`src/rtl/core/tcd_pkg.sv`:
```
// shared types and constants of the text charset detector
`default_nettype none
package tcd_pkg;

    localparam int unsigned DATA_W     = 8;
    localparam int unsigned CHARSET_W  = 2;
    localparam int unsigned CNT_W      = 3;
    localparam int unsigned HEAD_DEPTH = 3;
    localparam int unsigned PAIR_CNT_W = 2;

    // charset codes
    localparam logic [CHARSET_W-1:0] CS_UNKNOWN = 2'd0;
    localparam logic [CHARSET_W-1:0] CS_UTF8    = 2'd1;
    localparam logic [CHARSET_W-1:0] CS_UTF16LE = 2'd2;
    localparam logic [CHARSET_W-1:0] CS_UTF16BE = 2'd3;

    // byte-order mark bytes
    localparam logic [DATA_W-1:0] BOM_UTF8_0 = 8'hEF;
    localparam logic [DATA_W-1:0] BOM_UTF8_1 = 8'hBB;
    localparam logic [DATA_W-1:0] BOM_UTF8_2 = 8'hBF;
    localparam logic [DATA_W-1:0] BOM_FE     = 8'hFE;
    localparam logic [DATA_W-1:0] BOM_FF     = 8'hFF;

    // byte count thresholds for the marks
    localparam logic [CNT_W-1:0] CNT_UTF16_MIN = 3'd3;
    localparam logic [CNT_W-1:0] CNT_UTF8_MIN  = 3'd4;
    localparam logic [CNT_W-1:0] CNT_SAT       = 3'd4;

    // pair counter decision level
    localparam logic [PAIR_CNT_W-1:0] PAIR_LIMIT = 2'd3;

    typedef struct packed {
        logic                 found;
        logic [CHARSET_W-1:0] charset;
    } bom_stat_t;

    typedef struct packed {
        logic valid;    // no failure, nothing pending, multibyte seen
    } utf8_stat_t;

    typedef struct packed {
        logic                 decided;
        logic [CHARSET_W-1:0] verdict;
    } utf16_stat_t;

endpackage
`default_nettype wire

```
`src/rtl/core/tcd_bom_det.sv`:
```
// byte-order mark detector over the first bytes of a buffer
`default_nettype none
module tcd_bom_det
    import tcd_pkg::*;
(
    input  wire logic              aclk,
    input  wire logic              aresetn,
    input  wire logic              accept,
    input  wire logic              clear,
    input  wire logic [DATA_W-1:0] data_byte,
    output bom_stat_t              stat
);

    logic [CNT_W-1:0]  cnt_reg, cnt_next;
    logic [DATA_W-1:0] head_reg  [HEAD_DEPTH];
    logic [DATA_W-1:0] head_next [HEAD_DEPTH];

    always_comb begin
        cnt_next = cnt_reg;
        for (int i = 0; i < HEAD_DEPTH; i++) begin
            head_next[i] = head_reg[i];
        end
        if (cnt_reg < CNT_W'(HEAD_DEPTH)) begin
            head_next[cnt_reg[1:0]] = data_byte;
        end
        if (cnt_reg < CNT_SAT) begin
            cnt_next = cnt_reg + 1'b1;
        end
    end

    always_comb begin
        stat = '{found: 1'b0, charset: CS_UNKNOWN};
        if (cnt_next >= CNT_UTF8_MIN && head_next[0] == BOM_UTF8_0 &&
            head_next[1] == BOM_UTF8_1 && head_next[2] == BOM_UTF8_2) begin
            stat = '{found: 1'b1, charset: CS_UTF8};
        end else if (cnt_next >= CNT_UTF16_MIN && head_next[0] == BOM_FF &&
                     head_next[1] == BOM_FE) begin
            stat = '{found: 1'b1, charset: CS_UTF16LE};
        end else if (cnt_next >= CNT_UTF16_MIN && head_next[0] == BOM_FE &&
                     head_next[1] == BOM_FF) begin
            stat = '{found: 1'b1, charset: CS_UTF16BE};
        end
    end

    always_ff @(posedge aclk) begin
        if (!aresetn || clear) begin
            cnt_reg <= '0;
            for (int i = 0; i < HEAD_DEPTH; i++) begin
                head_reg[i] <= '0;
            end
        end else if (accept) begin
            cnt_reg <= cnt_next;
            for (int i = 0; i < HEAD_DEPTH; i++) begin
                head_reg[i] <= head_next[i];
            end
        end
    end

endmodule
`default_nettype wire

```
`src/rtl/core/tcd_utf8_chk.sv`:
```
// utf-8 validator for one- to three-byte sequences
`default_nettype none
module tcd_utf8_chk
    import tcd_pkg::*;
(
    input  wire logic              aclk,
    input  wire logic              aresetn,
    input  wire logic              accept,
    input  wire logic              clear,
    input  wire logic [DATA_W-1:0] data_byte,
    output utf8_stat_t             stat
);

    logic [1:0] pend_reg, pend_next;
    logic       failed_reg, failed_next;
    logic       multi_reg, multi_next;

    always_comb begin
        pend_next   = pend_reg;
        failed_next = failed_reg;
        multi_next  = multi_reg;
        if (!failed_reg) begin
            if (pend_reg != 2'd0) begin
                if (data_byte[7:6] != 2'b10) begin
                    failed_next = 1'b1;
                end else begin
                    pend_next = pend_reg - 2'd1;
                    if (pend_reg == 2'd1) begin
                        multi_next = 1'b1;
                    end
                end
            end else if (data_byte inside {[8'h00:8'h7F]}) begin
                pend_next = pend_reg;
            end else if (data_byte inside {[8'hC0:8'hDF]}) begin
                pend_next = 2'd1;
            end else if (data_byte inside {[8'hE0:8'hEF]}) begin
                pend_next = 2'd2;
            end else begin
                // stray continuation or four-byte and wider lead
                failed_next = 1'b1;
            end
        end
    end

    assign stat.valid = !failed_next && pend_next == 2'd0 && multi_next;

    always_ff @(posedge aclk) begin
        if (!aresetn || clear) begin
            pend_reg   <= '0;
            failed_reg <= 1'b0;
            multi_reg  <= 1'b0;
        end else if (accept) begin
            pend_reg   <= pend_next;
            failed_reg <= failed_next;
            multi_reg  <= multi_next;
        end
    end

endmodule
`default_nettype wire

```
`src/rtl/core/tcd_pair_cnt.sv`:
```
// utf-16 byte pair counters and decision
`default_nettype none
module tcd_pair_cnt
    import tcd_pkg::*;
(
    input  wire logic              aclk,
    input  wire logic              aresetn,
    input  wire logic              accept,
    input  wire logic              clear,
    input  wire logic [DATA_W-1:0] data_byte,
    output utf16_stat_t            stat
);

    logic [DATA_W-1:0]     first_reg, first_next;
    logic                  phase_reg, phase_next;
    logic [PAIR_CNT_W-1:0] le_reg, le_next;
    logic [PAIR_CNT_W-1:0] be_reg, be_next;
    logic [PAIR_CNT_W-1:0] err_reg, err_next;
    logic [CHARSET_W-1:0]  verdict_reg, verdict_next;
    logic                  decided_reg, decided_next;

    always_comb begin
        first_next   = first_reg;
        phase_next   = phase_reg;
        le_next      = le_reg;
        be_next      = be_reg;
        err_next     = err_reg;
        verdict_next = verdict_reg;
        decided_next = decided_reg;
        if (!phase_reg) begin
            first_next = data_byte;
            phase_next = 1'b1;
        end else begin
            phase_next = 1'b0;
            if (!decided_reg) begin
                if (first_reg != '0 && data_byte == '0) begin
                    le_next = le_reg + 1'b1;
                end else if (first_reg == '0 && data_byte != '0) begin
                    be_next = be_reg + 1'b1;
                end else begin
                    err_next = err_reg + 1'b1;
                end
                if (le_next == PAIR_LIMIT) begin
                    verdict_next = CS_UTF16LE;
                    decided_next = 1'b1;
                end else if (be_next == PAIR_LIMIT) begin
                    verdict_next = CS_UTF16BE;
                    decided_next = 1'b1;
                end else if (err_next == PAIR_LIMIT) begin
                    verdict_next = CS_UNKNOWN;
                    decided_next = 1'b1;
                end
            end
        end
    end

    assign stat.decided = decided_next;
    assign stat.verdict = verdict_next;

    always_ff @(posedge aclk) begin
        if (!aresetn || clear) begin
            first_reg   <= '0;
            phase_reg   <= 1'b0;
            le_reg      <= '0;
            be_reg      <= '0;
            err_reg     <= '0;
            verdict_reg <= CS_UNKNOWN;
            decided_reg <= 1'b0;
        end else if (accept) begin
            first_reg   <= first_next;
            phase_reg   <= phase_next;
            le_reg      <= le_next;
            be_reg      <= be_next;
            err_reg     <= err_next;
            verdict_reg <= verdict_next;
            decided_reg <= decided_next;
        end
    end

endmodule
`default_nettype wire

```
`src/rtl/core/text_charset_detector.sv`:
```
// top level of the text charset detector
// a verdict appears on the m_ side in the cycle after the request marked tlast is taken
// throughput: one byte per cycle; the single result register is refilled in the cycle
//   it is taken, so s_tready only drops while a verdict waits and m_tready is low
// reset: synchronous, active low; clears all scan state and empties the result register
// each verdict also returns the scan state to its reset value for the next buffer
`default_nettype none
module text_charset_detector
    import tcd_pkg::*;
(
    input  wire logic       aclk,
    input  wire logic       aresetn,
    // byte stream
    input  wire logic       s_tvalid,
    output logic            s_tready,
    input  wire logic [7:0] s_tdata,   // [7:0] data_byte
    input  wire logic       s_tlast,   // last byte of the buffer
    // verdict stream
    output logic            m_tvalid,
    input  wire logic       m_tready,
    output logic [7:0]      m_tdata,   // [1:0] charset, [7:2] zero
    output logic            m_tuser    // [0] has_bom
);

    logic                 s_accept;
    logic                 buf_end;
    bom_stat_t            bom_stat;
    utf8_stat_t           utf8_stat;
    utf16_stat_t          utf16_stat;

    logic                 m_valid_reg, m_valid_next;
    logic [CHARSET_W-1:0] charset_reg, charset_next;
    logic                 has_bom_reg, has_bom_next;

    // output slot is free when empty or being drained this cycle
    assign s_tready = !m_valid_reg || m_tready;
    assign s_accept = s_tvalid && s_tready;
    // the last byte of a buffer closes it and resets all scan state
    assign buf_end  = s_accept && s_tlast;

    tcd_bom_det u_bom (
        .aclk      (aclk),
        .aresetn   (aresetn),
        .accept    (s_accept),
        .clear     (buf_end),
        .data_byte (s_tdata[DATA_W-1:0]),
        .stat      (bom_stat)
    );

    tcd_utf8_chk u_utf8 (
        .aclk      (aclk),
        .aresetn   (aresetn),
        .accept    (s_accept),
        .clear     (buf_end),
        .data_byte (s_tdata[DATA_W-1:0]),
        .stat      (utf8_stat)
    );

    tcd_pair_cnt u_pair (
        .aclk      (aclk),
        .aresetn   (aresetn),
        .accept    (s_accept),
        .clear     (buf_end),
        .data_byte (s_tdata[DATA_W-1:0]),
        .stat      (utf16_stat)
    );

    // verdict priority: mark, then utf-8, then utf-16 pair counts
    always_comb begin
        charset_next = charset_reg;
        has_bom_next = has_bom_reg;
        m_valid_next = m_valid_reg && !m_tready;
        if (buf_end) begin
            m_valid_next = 1'b1;
            has_bom_next = 1'b0;
            if (bom_stat.found) begin
                charset_next = bom_stat.charset;
                has_bom_next = 1'b1;
            end else if (utf8_stat.valid) begin
                charset_next = CS_UTF8;
            end else if (utf16_stat.decided) begin
                charset_next = utf16_stat.verdict;
            end else begin
                charset_next = CS_UNKNOWN;
            end
        end
    end

    always_ff @(posedge aclk) begin
        if (!aresetn) begin
            m_valid_reg <= 1'b0;
        end else begin
            m_valid_reg <= m_valid_next;
        end
    end

    // payload needs no reset
    always_ff @(posedge aclk) begin
        charset_reg <= charset_next;
        has_bom_reg <= has_bom_next;
    end

    assign m_tvalid = m_valid_reg;
    assign m_tdata  = {(8 - CHARSET_W)'(0), charset_reg};
    assign m_tuser  = has_bom_reg;

endmodule
`default_nettype wire

```
`config.mk`:
```
export PLATFORM = sky130hd
export DESIGN_NAME = text_charset_detector
export DESIGN_NICKNAME = d
export VERILOG_FILES = /design/src/rtl/core/tcd_pkg.sv /design/src/rtl/core/tcd_bom_det.sv /design/src/rtl/core/tcd_utf8_chk.sv /design/src/rtl/core/tcd_pair_cnt.sv /design/src/rtl/core/text_charset_detector.sv
export SDC_FILE = /design/constraint.sdc
export NUM_CORES = 1
export LEC_CHECK = 0
export BUFFER_PORTS_ARGS = -buffer_cell sky130_fd_sc_hd__buf_2
export CORE_UTILIZATION = 29
export DETAILED_ROUTE_END_ITERATION = 8
export SLEW_MARGIN = 25
export SYNTH_ARGS = -nofsm -noshare
export SYNTH_HDL_FRONTEND = slang
export SYNTH_HIERARCHICAL = 1
export SYNTH_SLANG_ARGS = --single-unit
```
`constraint.sdc`:
```
create_clock -name aclk -period 7.9 [get_ports aclk]
set_clock_uncertainty 0.1 [all_clocks]
set_input_delay 0 -clock aclk [delete_from_list [all_inputs] [get_ports aclk]]
set_output_delay 0 -clock aclk [all_outputs]
set_load 0.02 [all_outputs]
```
==> results of run 1 <==
[cell usage in the layout, fill, tap and decap left out, types with 3 or more instances in the layout]
master,count
a211oi_2,3
a21oi_1,41
and2_1,4
buf_2,17
clkbuf_8,5
conb_1,6
dfxtp_1,26
dlygate4sd3_1,11
edfxtp_1,27
ha_1,6
inv_1,12
mux2i_1,3
nand2_1,64
nand2b_1,7
nand3_1,18
nand4_1,3
nor2_1,28
nor2b_1,8
nor3_1,5
o21ai_0,6
o21ai_1,3
xnor2_1,6
xor2_1,3
[path summary, 6_finish.rpt]
check | startpoint | endpoint | slack, ps | depth (start not counted)
worst min-delay path | s_tlast | m_tuser | 50 | 3
worst max-delay path | s_tdata[3] | charset_reg[0] | 4950 | 9
worst min register to register | u_pair/first_reg[2] | u_pair/first_reg[2] | 360 | 2
worst max register to register | u_bom/cnt_reg[0] | charset_reg[1] | 5000 | 8
[power by group]
| part | leakage [nW] | switching, mW | internal (mW) |
|---|---|---|---|
| Combinational | 0.680 | 0.0623 | 0.0353 |
| Clock | 0.0430 | 0.0860 | 0.0599 |
| Sequential | 0.512 | 0.0105 | 0.305 |
[area by class of cell]
class / instances / area (sq um) / share of cell area, %
timing repair buffer: 28 / 195 / 5.75
clock inverter: 3 / 12.5 / 0.369
clock buffer: 5 / 68.8 / 2.03
tap: 133 / 166 / 4.90
inverter: 12 / 45.0 / 1.33
multi-input combinational: 266 / 1570 / 46.4
sequential: 53 / 1330 / 39.2
[layer usage]
| layer | vias up | part of all wire [%] | GRT usage, % |
|---|---|---|---|
| met1 | 1196 | 47 | 16.8 |
| met4 | 0 | 1.3 | 4.08 |
| met3 | 9 | 3.8 | 2.19 |
| met5 | - | 0 | 0 |
| met2 | 54 | 48 | 22.6 |
| li1 | 1253 | - | - |
[cells by family after synthesis]
logic type | after synthesis | synth area share, %
AO/OA/AOI/OAI | 80 | 17.4
XOR/XNOR | 10 | 3.38
adder cells (fa/ha/maj) | 6 | 2.47
buffers and inverters | 29 | 4.94
flip-flops | 53 | 43.8
multiplexers | 4 | 1.36
other | 1 | 0.123
AND/OR/NAND/NOR | 160 | 26.5
[critical path: stages]
cell           delay (ps)
dlygate4sd3_1         550
buf_2                 170
or4_4                 560
a211oi_2              490
mux2_1                380
o41ai_1               360
nand2b_1              140
a211oi_2              190
a21oi_1                50
[repair_timing]
action,4_1_cts,5_1_grt
hold endpoints to repair,13,0
buffers inserted,0,0
hold buffers,11,0
[through the flow]
stage               power (mW)  setup WS [ps]  util (%)
global route             0.589           4760      34.1
global placement         0.414           5070      32.2
CTS                      0.565           4960      34.1
floorplan                0.392           5410         -
detailed placement       0.415           5060      32.2
finish                   0.559           4950      34.1
==> flow_summary.ini, run 1 <==
[route]
drt_iter0_markers = 123
ant_nets = 0
wl_per_cell_microns = 13.5
vias = 2512
vias_per_cell = 5.02
finalWirelength_microns = 6730
drc_errors = 0
first_pass_iters = 4

[global_route]
antenna_found_initial = 0
grt_max_degree = 25
grtUsageTotal_pct = 13.2
overflow = 0
grt_first_pass_wirelength_microns = 11800
grt_pass1_vias = 2519

[yosys]
synth-edff-count = 27
yosysTopAreaCellShare_pct = 26.7
ys_types = 60
syn_area_sq_mm = 0.00304
yosysMostFrequentCell = nand2_1
synthFlopType = edfxtp_1
ys_warn_count = 6
async_flop_share_pct = 0
synth_seq_cells = 53
synth_top_cells_by_area = edfxtp_1 (27%), dfxtp_1 (17%), nand2_1 (7.9%)
synth_cells = 343
synth_top_area_cell = edfxtp_1
ys_seq_area_share_pct = 43.8
synth_common_cells = nand2_1 (64), a21oi_1 (41), nor2_1 (28)
avgSynthCellArea_sq_um = 8.85

[timing]
slew_headroom_pct = 33.2
period_needed_ps = 2950
fin_tns_setup_ps = 0
max_slew.worst_pin.slew_ps = 999
max_freq_mhz = 339
hold_ws_ps = 47.8
hold_viol_final = 0
slew_viol_final = 0
setup_viol = 0
rsz0062_at_grt = false
period_share_pct = 37.3

[worst_setup_path]
worstSetupEndpointType = flop
crit_fanout = 8
cp.arrival_ps = 2900
crit_type = in -> reg
cp-start-kind = primary input
cp_data_required_time_ps = 7850

[floorplan]
fp-row-count = 36
start_util_pct = 30.5
fp.coreArea_sq_mm = 0.00995
die_x_microns = 104
die_area_sq_mm = 0.0109
die_y_microns = 104
io_pins = 24

[worst_hold_path]
hp-class = in -> reg

[clocking]
htree_levels = 2
clk_pin_slew_worst_paths_ps = 90
cts_resized = 0
root_buffer = clkbuf_8
numCtsBuffers = 5
cts.sinks = 53
clk_latency_ps = 310
cts_buffer_depth = 2
cts_tree = yes

[power_and_ir_drop]
power-per-cell-area_mw_per_mm2 = 165
p_leak_nw = 1.23
vdd_ir_drop_max_mv = 0.0669

[layout]
area_delta_synth_final_pct = 11.7
stdcell_count = 500
layout.nets = 385
finalInstanceArea_sq_mm = 0.00339
final_layout_size_suffix_gt1_share_pct = 10.1
n_fill_cell = 1035
num_antenna_cells = 0
largest_reg_flops = 24

[job]
cap_violations = 0

[status]
outcome = finished clean

[place]
portBuffers = 17
dp_hpwl_microns = 4840
place_area_sq_mm = 0.00320
dp.cells = 481
gp_congestion = 0.804
Note: power is estimated with default switching activity, not from simulation.
==> run 2, diff against run 1 <==
==> constraint.sdc (replaced) <==
create_clock -name aclk -period 2.87 [get_ports aclk]
set_clock_uncertainty 0.1 [all_clocks]
set_input_delay 0 -clock aclk [delete_from_list [all_inputs] [get_ports aclk]]
set_output_delay 0 -clock aclk [all_outputs]
set_load 0.02 [all_outputs]
==> run 2 against run 1 <==
Net effect: core utilization is 1.1 points higher; setup slack worse by 4700 ps; global-route usage is 0.15 points higher; sequential share of layout area is 1.2 points lower; sequential power grew to 2.8 times the previous value; total power grew to 2.9 times the previous value; critical endpoint unchanged; clock power grew to 3.1 times the previous value; via count is 1.2% higher.
==> flow_summary.ini, run 2 (synthesis gave the netlist of run 1 again) <==
[route]
wl_per_cell_microns = 13.6
drt_iter0_markers = 166
vias = 2542
finalWirelength_microns = 6980
drc_errors = 0
first_pass_iters = 5
met2WireLength_microns = 3140
vias_per_cell = 4.96
highest_layer = met4
ant_nets = 0
wl_met1_microns = 3250
route.met3.wl_microns = 565

[timing]
hold_ws_ps = 18.1
slew_headroom_pct = 57.6
fin_tns_setup_ps = 0
period_share_pct = 92.5
max_freq_mhz = 377
setup_viol = 0
max_slew.worst_pin.slew_ps = 636
hold_viol_final = 0
rsz0062_at_grt = false
slew_viol_final = 0
layout_setup_ws_ps = 216
period_needed_ps = 2650

[clocking]
clk_latency_ps = 310
root_buffer = clkbuf_8
htree_levels = 2
cts.sinks = 53
clk_pin_slew_worst_paths_ps = 100
cts_buffer_depth = 2
cts_setup_buffers = 0
cts_tree = yes
numCtsBuffers = 5

[worst_setup_path]
worstSetupEndpointType = flop
crit_slowest_cell = nor4_1
path_cells = nor4_1 > a211oi_2 > o211a_1 > o41ai_1 > nand2b_1 > a211oi_2 > a21oi_1
critPathMaxStageDelay_ps = 510
rrSetupSlack_ps = 220
worstReg2RegStart = u_pair/first_reg[3]
crit_fanout = 8
cp-start-kind = flop
crit_top_cell = a211oi_2
r2r_cells = 7
r2r-end = charset_reg[0]
cp.arrival_ps = 2630
crit_type = reg -> reg
cp_data_required_time_ps = 2850

[global_route]
grt_pass1_vias = 2439
grt_max_degree = 25
overflow = 0
antenna_found_initial = 0
grtUsageTotal_pct = 13.4
grt_first_pass_wirelength_microns = 11600

[layout]
n_fill_cell = 1030
area_delta_synth_final_pct = 15.3
multi_input_area_sq_mm = 0.00159
final_common_cell = nand2_1
layout_common_cells = nand2_1 (64), a21oi_1 (41), nor2_1 (28), edfxtp_1 (27), dfxtp_1 (25)
final_layout_size_suffix_gt1_share_pct = 14.8
num_antenna_cells = 0
layout.nets = 397
largest_reg_flops = 24
seqCellArea_sq_mm = 0.00133
stdcell_count = 512
finalInstanceArea_sq_mm = 0.00350
fin_util_pct = 35.2

[floorplan]
fp.coreArea_sq_mm = 0.00995
start_util_pct = 30.5
die_x_microns = 104
fp-row-count = 36
die_area_sq_mm = 0.0109
die_y_microns = 104
io_pins = 24

[power_and_ir_drop]
p_sw_share_pct = 29.6
vdd_ir_drop_max_mv = 0.195
p_sw_uw = 475
p_leak_nw = 1.30
seq_power_share_pct = 54.1
p_comb_share_pct = 18.0
power-per-cell-area_mw_per_mm2 = 459
p_int_mw = 1.13
clkPwrFrac_pct = 27.9
p_total_mw = 1.61

[worst_hold_path]
min_from = s_tdata[7]
holdPathStages = 4
min_to = u_pair/first_reg[7]
hp-class = in -> reg

[job]
cap_violations = 0

[place]
place_area_sq_mm = 0.00331
dp_hpwl_microns = 5050
pre_cts_ws_ps = 115
gp_congestion = 0.851
dp.cells = 496
portBuffers = 17

[status]
outcome = finished clean
[run 2: power by group through the flow]
| stage | clock network, mW | registers, mW | logic, mW |
|---|---|---|---|
| after floorplan | 0 | 0.880 | 0.199 |
| after global placement | 0 | 0.885 | 0.274 |
| after detailed placement | 0 | 0.886 | 0.277 |
| after CTS | 0.471 | 0.869 | 0.286 |
| after global routing | 0.502 | 0.876 | 0.321 |
| final | 0.448 | 0.869 | 0.290 |
[run 2: critical path: cells and delay by family, from the launching register on]
family,cells,cell delay (ps)
flip-flops,1,330
AO/OA/AOI/OAI,5,1330
AND/OR/NAND/NOR,2,660
[run 2: final cells by class]
cell class | instances | share of cell area [%]
clock inverter | 3 | 0.679
multi-input combinational | 266 | 45.3
timing repair buffer | 40 | 7.93
inverter | 12 | 1.29
sequential | 53 | 38.1
tap | 133 | 4.75
clock buffer | 5 | 1.97
[run 2: layer usage]
layer,global-route usage [%],up-vias
met2,21.3,79
met1,17.8,1181
met5,0,-
li1,-,1280
met3,2.88,2
met4,4.39,0
[run 2: worst max-delay path by stage]
stage	start	endpoint
2_1_floorplan	u_bom/cnt_reg[0]	charset_reg[1]
3_3_place_gp	s_tdata[3]	charset_reg[0]
3_5_place_dp	s_tdata[3]	charset_reg[0]
4_1_cts	u_bom/cnt_reg[0]	charset_reg[1]
5_1_grt	u_pair/first_reg[3]	charset_reg[0]
6_report	u_pair/first_reg[3]	charset_reg[0]
[run 2: repair_timing]
| item | 4_1_cts | 5_1_grt |
|---|---|---|
| endpoints found under the hold margin | 9 | 0 |
| gates resized for setup | 0 | 3 |
| hold buffers | 8 | 0 |
| setup endpoints to repair | 0 | 2 |
==> run 3, diff against run 2 <==
--- a/config.mk
+++ b/config.mk
@@ -8,6 +8,7 @@
 export BUFFER_PORTS_ARGS = -buffer_cell sky130_fd_sc_hd__buf_2
 export CORE_UTILIZATION = 29
 export DETAILED_ROUTE_END_ITERATION = 8
+export HOLD_SLACK_MARGIN = 0.15
 export SLEW_MARGIN = 25
 export SYNTH_ARGS = -nofsm -noshare
 export SYNTH_HDL_FRONTEND = slang
==> run 3 against run 2 <==
Net effect: sequential cell count did not move; via count grew 2.1%; fmax decreased by 3.9%; largest power group unchanged; critical endpoint unchanged.
==> flow_summary.ini, run 3 (synthesis gave the netlist of run 1 again) <==
[global_route]
grt_max_degree = 25
grt_first_pass_wirelength_microns = 11800
overflow = 0
grtUsageTotal_pct = 13.5
antenna_found_initial = 0
grt_pass1_vias = 2481

[worst_setup_path]
cp_data_required_time_ps = 2850
crit_fanout = 8
worstSetupEndpointType = flop
path_cells = dlygate4sd3_1 > buf_2 > or4_4 > a211oi_4 > mux2_1 > o41ai_1 > nand2b_1 > a211oi_2 > a21oi_1
critPathMaxStageDelay_ps = 530
cp-start-kind = primary input
r2r_cells = 7
cp.arrival_ps = 2740
crit_slowest_cell = dlygate4sd3_1
crit_type = in -> reg

[power_and_ir_drop]
p_sw_uw = 484
power-per-cell-area_mw_per_mm2 = 453
clkPwrFrac_pct = 27.8
seq_power_share_pct = 53.7
p_sw_share_pct = 29.9
p_comb_share_pct = 18.5
vdd_ir_drop_max_mv = 0.200
p_leak_nw = 1.33
p_int_mw = 1.14

[timing]
period_share_pct = 96.2
slew_headroom_pct = 57.0
fin_tns_setup_ps = 0
max_freq_mhz = 362
max_slew.worst_pin.slew_ps = 645
period_needed_ps = 2760
rsz0062_at_grt = false
setup_viol = 0
hold_viol_final = 0
slew_viol_final = 0
hold_ws_ps = 138

[clocking]
htree_levels = 2
cts.sinks = 53
cts_buffer_depth = 2
root_buffer = clkbuf_8
clk_latency_ps = 310
numCtsBuffers = 5
cts_tree = yes
clk_pin_slew_worst_paths_ps = 100
cts_setup_buffers = 0

[place]
dp.cells = 496
gp_congestion = 0.851
portBuffers = 17
dp_hpwl_microns = 5050

[layout]
area_delta_synth_final_pct = 17.7
num_antenna_cells = 0
largest_reg_flops = 24
final_common_cell = nand2_1
layout_common_cells = nand2_1 (64), a21oi_1 (41), nor2_1 (28), edfxtp_1 (27), dfxtp_1 (25)
stdcell_count = 518
final_layout_size_suffix_gt1_share_pct = 14.8
layout.nets = 403

[route]
ant_nets = 0
wl_per_cell_microns = 13.9
drc_errors = 0
vias = 2595
vias_per_cell = 5.01
finalWirelength_microns = 7180
first_pass_iters = 4
drt_iter0_markers = 204

[job]
cap_violations = 0

[floorplan]
start_util_pct = 30.5
fp-row-count = 36
die_x_microns = 104
io_pins = 24
die_y_microns = 104
fp.coreArea_sq_mm = 0.00995
die_area_sq_mm = 0.0109

[status]
outcome = finished clean

[worst_hold_path]
hp-class = in -> reg
holdPathStages = 6
-- run 3: cell count changes in the layout (fill, tap and decap cells not counted) --
cell | previous run | this run
dlygate4sd3_1 | 8 | 14
nor4_2 | 0 | 1
a211oi_4 | 0 | 1
nor4_1 | 2 | 1
a211oi_2 | 3 | 2
-- run 3: per-layer routing --
metal | vias to the layer above | share of wire [%] | GRT usage [%]
li1 | 1296 | - | -
met1 | 1211 | 49 | 17.8
met2 | 79 | 45 | 21.7
met3 | 9 | 5.8 | 3.20
met4 | 0 | 1.2 | 4.49
met5 | - | 0 | 0
-- run 3: repair_timing --
action / CTS / global route
endpoints found under the hold margin: 32 / 0
gates resized for setup: 0 / 5
endpoints found under the setup margin: 0 / 2
hold buffers: 14 / 0
-- run 3: final cells by class --
class | count | area [sq um]
Clock buffer | 5 | 68.8
Clock inverter | 3 | 23.8
Fill cell | 1024 | 6380
Inverter | 12 | 45.0
Multi-Input combinational cell | 266 | 1600
Sequential cell | 53 | 1330
Tap cell | 133 | 166
Timing Repair Buffer | 46 | 338
-- run 3: worst paths after layout --
kind | from | endpoint | slack, ps
worst max-delay path | s_tdata[5] | charset_reg[0] | 110
worst max register to register | u_pair/first_reg[3] | charset_reg[0] | 220
worst min register to register | u_pair/first_reg[6] | u_pair/first_reg[6] | 360
worst min-delay path | s_tdata[6] | u_pair/le_reg[1] | 140
-- run 3: worst max-delay path: cells and delay by family --
family                 cells  cell delay [ps]
AOI/OAI and AO/OA          4             1100
and+or+nand+nor            2              600
muxes                      1              370
buffers and inverters      2              660
-- run 3: power by group through the flow --
stage          combinational [mW]  sequential [mW]  clock [mW]
2_1_floorplan               0.199            0.880           0
3_5_place_dp                0.277            0.886           0
3_3_place_gp                0.274            0.885           0
6_report                    0.300            0.870       0.451
4_1_cts                     0.292            0.869       0.471
5_1_grt                     0.329            0.876       0.502
-- run 3: stage by stage --
step / instance area [sq um] / power (mW) / util [%] / setup slack (ps)
4_1_cts: 3550 / 1.63 / 35.6 / 59.5
3_5_place_dp: 3310 / 1.16 / 33.3 / 115
3_3_place_gp: 3310 / 1.16 / 33.3 / 167
5_1_grt: 3570 / 1.71 / 35.9 / 45.9
2_1_floorplan: 3060 / 1.08 / - / 376
6_report: 3570 / 1.62 / 35.9 / 110
